$ cat src/sv/bba_pkg.sv
`default_nettype none
package bba_pkg;

    localparam int MAX_GROUPS_DEF      = 8;
    localparam int WORDS_PER_GROUP_DEF = 128;

    // widths of the clamped group and word counts (hold 64 and 1024)
    localparam int EG_W = 7;
    localparam int EW_W = 11;

    localparam int BLK_W = 17;
    localparam int CNT_W = 14;

    // input kinds
    localparam logic [1:0] OP_ALLOC  = 2'd0;
    localparam logic [1:0] OP_FREE   = 2'd1;
    localparam logic [1:0] OP_LOADW  = 2'd2;
    localparam logic [1:0] OP_LOADC  = 2'd3;

    // result status
    localparam logic [1:0] ST_OK     = 2'd0;
    localparam logic [1:0] ST_NOFREE = 2'd1;
    localparam logic [1:0] ST_RANGE  = 2'd2;

    // register indexes
    localparam logic [1:0] CFG_GROUPS = 2'd0;
    localparam logic [1:0] CFG_BPG    = 2'd1;
    localparam logic [1:0] CFG_WORDS  = 2'd2;

    typedef struct packed {
        logic       found;
        logic [5:0] idx;
    } t_ffs;

endpackage
`default_nettype wire

$ cat src/sv/bba_ffs.sv
`default_nettype none
module bba_ffs (
    input  wire logic [63:0] i_v,
    output bba_pkg::t_ffs    o_res
);

    logic [7:0] byte_nz;
    logic [2:0] byte_sel;
    logic [2:0] bit_sel;
    logic [7:0] sel_byte;

    always_comb begin
        for (int i = 0; i < 8; i++) begin
            byte_nz[i] = |i_v[i*8 +: 8];
        end
        byte_sel = 3'd0;
        for (int i = 7; i >= 0; i--) begin
            if (byte_nz[i]) begin
                byte_sel = 3'(i);
            end
        end
        sel_byte = i_v[{byte_sel, 3'b000} +: 8];
        bit_sel = 3'd0;
        for (int i = 7; i >= 0; i--) begin
            if (sel_byte[i]) begin
                bit_sel = 3'(i);
            end
        end
        o_res.found = |byte_nz;
        o_res.idx   = {byte_sel, bit_sel};
    end

endmodule
`default_nettype wire

$ cat config.mk
export PLATFORM = sky130hd
export DESIGN_NAME = bba_ffs
export DESIGN_NICKNAME = d
export VERILOG_FILES = /design/src/sv/bba_pkg.sv /design/src/sv/bba_ffs.sv
export SDC_FILE = /design/constraint.sdc
export NUM_CORES = 1
export LEC_CHECK = 0
export ABC_AREA = 1
export BUFFER_PORTS_ARGS = -buffer_cell sky130_fd_sc_hd__buf_2
export CORE_ASPECT_RATIO = 0.9
export CORE_MARGIN = 2
export CORE_UTILIZATION = 30
export DETAILED_ROUTE_END_ITERATION = 16
export GPL_TIMING_DRIVEN = 0
export SLEW_MARGIN = 25
export SYNTH_ARGS = -nofsm -noshare
export SYNTH_HDL_FRONTEND = slang
export SYNTH_SLANG_ARGS = --single-unit
export TNS_END_PERCENT = 30
$ cat constraint.sdc
create_clock -name vclk -period 5.05
set_input_delay 1.2625 -clock vclk [all_inputs]
set_output_delay 1.2625 -clock vclk [all_outputs]
set_load 0.05 [all_outputs]
==> impl_results.md, run 1 <==
- Ys Warns: 0
- GP Congestion: 0.828
- I/O pin count: 71
- Initial antenna violation count: 0
- DRT Pass-1 Iters: 4
- Cell area after synthesis: 1130 µm²
- Die height: 62.3 µm
- Final ANT Viol Nets: 0
- Critical Path Slowest Stage Cell: nor4_1
- FFs & Latches: 0
- Util after Layout: 42.0%
- Final WS setup: 0.359 ns
- Final setup vio count: 0
- Critical Path AT: 3.43 ns
- Overflow after GRT: 0
- Footprint of the multi-input gates: 921 µm²
- Global-route wire length before repair: 6020 µm
- Port Buf Inserts: 71
- Crit-path max FO: 10
- CP peak stage delay: 0.40 ns
- F_max: 213 MHz
- RSZ-0062 raised after global routing: false
- Synth-to-Final Area Change: 36.4%
- Layout cells sized above 1: 39.9%
- Max-Slew Margin vs Limit: 72.9%
- Worst min-delay path class: primary input to output pin
- Overall Global Routing Usage: 17.5%
- Starting DRT DRC Count: 36
- CP cell instances: buf_2 > nor4_1 > and2_2 > nand2_2 > nand2_4 > nand2_8 > buf_6 > o21ai_1 > nand2_1 > o21ai_2 > inv_2 > o21ai_2 > nor2_4 > a21oi_1 > buf_2
- ANT cells: 0
- Commonest non-fill, non-tap cell in the layout: buf_2
- Min Tclk post-route: 4.69 ns
- Final hold viol count: 0
- Commonest cells after routing, fill and taps aside: 71 x buf_2, 56 x nand2_1, 35 x nor2_1
- Setup CP Type: primary input to output pin
- Crit path launch type: primary input
- Clock buffers: 0
- Tcrit/Tclk final: 92.9%
- Leak: 0.841 nW
- Largest net degree at the start of global routing: 11
- Worst-margin pin slew: 0.402 ns
- Syn avg cell area: 5.15 µm²
- Buf/Inv on CP: 4
- FILL cells: 442
- CTS resizes: 0
- Synth top area cells: nand2_1 19%, nand3_1 14%, nor2_1 12%
- Sequential cell area fraction in the yosys report: 0%
- Via density: 4.61
- Crit-path leading delay family: simple AND/OR/NAND/NOR gates
- Core ar.: 3680 µm²
- Library cells used by synthesis: 34
- Synth Net Count: 284
- Die area: 4290 µm²
- # hold bufs at CTS: 0
- Routed wire length: 3690 µm
- Cell Rows: 21
- Final slew viol count: 0
- Vias: 1552
- Setup bufs post-CTS: 0
- Worst hold slack: 2.96 ns
- Largest area contributor in the netlist: nand2_1
- Register area: 0 µm²
- Maximum VDD drop: 0.0167 mV
- Post-synthesis instance total: 220
- NumNets Final: 357
- Vias in the first global route: 1405
- Crit. End Element: output pin
- DRC viols: 0
- Power density cells: 45.2 nW/µm²
- Starting Density: 30.8%
- Yosys top cell area share: 18.5%
- Fin Setup TNS: 0 ns
- Max-cap viol count: 0
- DPL Wire Length: 3280 µm
- Status: finished clean
- WL per Instance: 11.0 µm
- Pre-CTS setup slack: 0.383 ns
- WP data required: 3.79 ns
- Die width: 68.8 µm
## tightest hold or removal path: stages
cell      delay (ns)
buf_2           0.09
a221oi_2        0.04
nand2_1         0.06
a21oi_2         0.03
buf_2           0.20
## final timing paths
check / depth (start not counted) / slack (ns) / from / end
hold / removal: 5 / 2.96 / i_v[0] / o_res[0]
setup / recovery: 15 / 0.36 / i_v[21] / o_res[1]
## area by class of cell
type               count  area share (%)
multi-input cells    178            59.5
repair buffers        71            23.0
inverters             36            9.14
plain buffers          6            4.61
well taps             46            3.72
## per-stage QoR
stage	power [mW]	instances	cell area [µm²]
final	0.0699	337	1550
after global routing	0.0795	337	1550
after CTS	0.0707	337	1550
after detailed placement	0.0705	337	1550
after global placement	0.0702	337	1550
after floorplan	0.0352	220	1130
## power breakdown
part | internal [mW] | switching [mW]
Combinational | 0.0327 | 0.0373
Clock | 0 | 0
Sequential | 0 | 0
## cell usage after synthesis (all sizes together)
cell type  instances
or2                1
nand3             32
nor3b              1
a211oi             1
nand4              2
inv               35
clkinv             1
buf                6
nor2              45
nor3               3
a221oi             1
and2               2
o211ai             4
nand2             63
and3               1
o21ai             13
nor4               4
a21oi              4
o221ai             1
## kinds of logic after synthesis
logic type | share of synthesized area, %
AOI/OAI and AO/OA | 16.0
and+or+nand+nor | 65.2
buffers and inverters | 18.8
## routing by layer
metal / share of wire, % / wire, µm / vias up / track usage, %
met2: 46 / 1710 / 47 / 30.0
met1: 47 / 1730 / 655 / 25.0
li1: - / - / 850 / -
met5: 0 / 0 / - / 0
met4: 0 / 0 / 0 / 0.245
met3: 6.7 / 249 / 0 / 1.09
Power figures use the tool's default switching activity.
==> run 2: changes to the inputs <==
- BUFFER_PORTS_ARGS: -buffer_cell sky130_fd_sc_hd__buf_2 -> -buffer_cell sky130_fd_sc_hd__clkbuf_2
==> impl_results.md, run 2 (synthesis gave the netlist of run 1 again) <==
- Status: finished clean
- Synth-to-Final Area Change: 36.4%
- Die height: 62.3 µm
- F_max: 214 MHz
- Die width: 68.8 µm
- Routed wire length: 3660 µm
- Worst min-delay path class: primary input to output pin
- Min Tclk post-route: 4.68 ns
- Final ANT Viol Nets: 0
- Vias in the first global route: 1386
- WP data required: 3.79 ns
- Initial antenna violation count: 0
- Layout cells sized above 1: 39.9%
- Overall Global Routing Usage: 17.2%
- Global-route wire length before repair: 5940 µm
- Largest net degree at the start of global routing: 11
- Overflow after GRT: 0
- DRT Pass-1 Iters: 5
- Commonest cells after routing, fill and taps aside: 71 x clkbuf_2, 56 x nand2_1, 35 x nor2_1
- GP Congestion: 0.810
- Register area: 0 µm²
- Worst hold slack: 2.99 ns
- Commonest non-fill, non-tap cell in the layout: clkbuf_2
- FFs & Latches: 0
- DPL Wire Length: 3280 µm
- # hold bufs at CTS: 0
- Min-delay src: i_v[0]
- Critical Path AT: 3.42 ns
- RSZ-0062 raised after global routing: false
- Setup bufs post-CTS: 0
- Setup CP Type: primary input to output pin
- CTS resizes: 0
- Cell Rows: 21
- I/O pin count: 71
- Pre-CTS setup slack: 0.390 ns
- Max-cap viol count: 0
- ANT cells: 0
- Clock buffers: 0
- Maximum VDD drop: 0.0143 mV
- Via density: 4.58
- Tcrit/Tclk final: 92.6%
- Max-Slew Margin vs Limit: 73.9%
- DRC viols: 0
- Crit-path max FO: 10
- Starting DRT DRC Count: 70
- Worst-margin pin slew: 0.387 ns
- CP startpoint: i_v[21]
- WL per Instance: 10.9 µm
- Power density cells: 45.4 nW/µm²
- Port Buf Inserts: 71
- Crit path launch type: primary input
- Final setup vio count: 0
- NumNets Final: 357
- Pwr Total: 0.0702 mW
- Die area: 4290 µm²
- Crit. End Element: output pin
- Vias: 1543
- Leak: 0.852 nW
- Final WS setup: 0.372 ns
- Final hold viol count: 0
- Final slew viol count: 0
- Core ar.: 3680 µm²
- Starting Density: 30.8%
- Fin Setup TNS: 0 ns
==> run 2: cell count changes in the layout (fill, tap and decap cells not counted), sizes merged <==
cell | previous run | this run
buf | 77 | 6
clkbuf | 0 | 71
==> run 2: final cells by class <==
| class | count | area, µm² |
|---|---|---|
| inverters | 36 | 141 |
| multi-input cells | 178 | 921 |
| well taps | 46 | 57.6 |
| plain buffers | 6 | 71.3 |
| fillers | 432 | 2130 |
| repair buffers | 71 | 355 |
==> run 2: worst max-delay path, stage by stage <==
cell,delay (ns)
clkbuf_2,0.09
nor4_1,0.39
and2_2,0.24
nand2_2,0.07
nand2_4,0.12
nand2_8,0.08
buf_6,0.15
o21ai_1,0.14
nand2_1,0.08
o21ai_2,0.06
inv_2,0.05
o21ai_2,0.19
nor2_4,0.05
a21oi_1,0.14
clkbuf_2,0.30
==> run 2: path summary, 6_finish.rpt <==
kind                       end  cells after the start
worst max-delay path  o_res[1]                     15
worst min-delay path  o_res[0]                      5
==> run 2: layer usage <==
metal	share of wire [%]	vias to the layer above	GRT usage (%)	wire [µm]
met5	0	-	0	0
met2	46	45	29.2	1690
met4	0	0	0.245	0
met1	48	648	25.3	1770
li1	-	850	-	-
met3	5.4	0	0.543	197
==> run 2: where the power goes <==
group | leakage (nW) | internal (mW) | switching (mW)
combinational | 0.852 | 0.0327 | 0.0375
clock | 0 | 0 | 0
sequential | 0 | 0 | 0
==> run 2: stage by stage <==
stage          instance area (µm²)  instances  util, %
2_1_floorplan                 1130        220        -
3_3_place_gp                  1550        337     42.0
3_5_place_dp                  1550        337     42.0
4_1_cts                       1550        337     42.0
5_1_grt                       1550        337     42.0
6_report                      1550        337     42.0
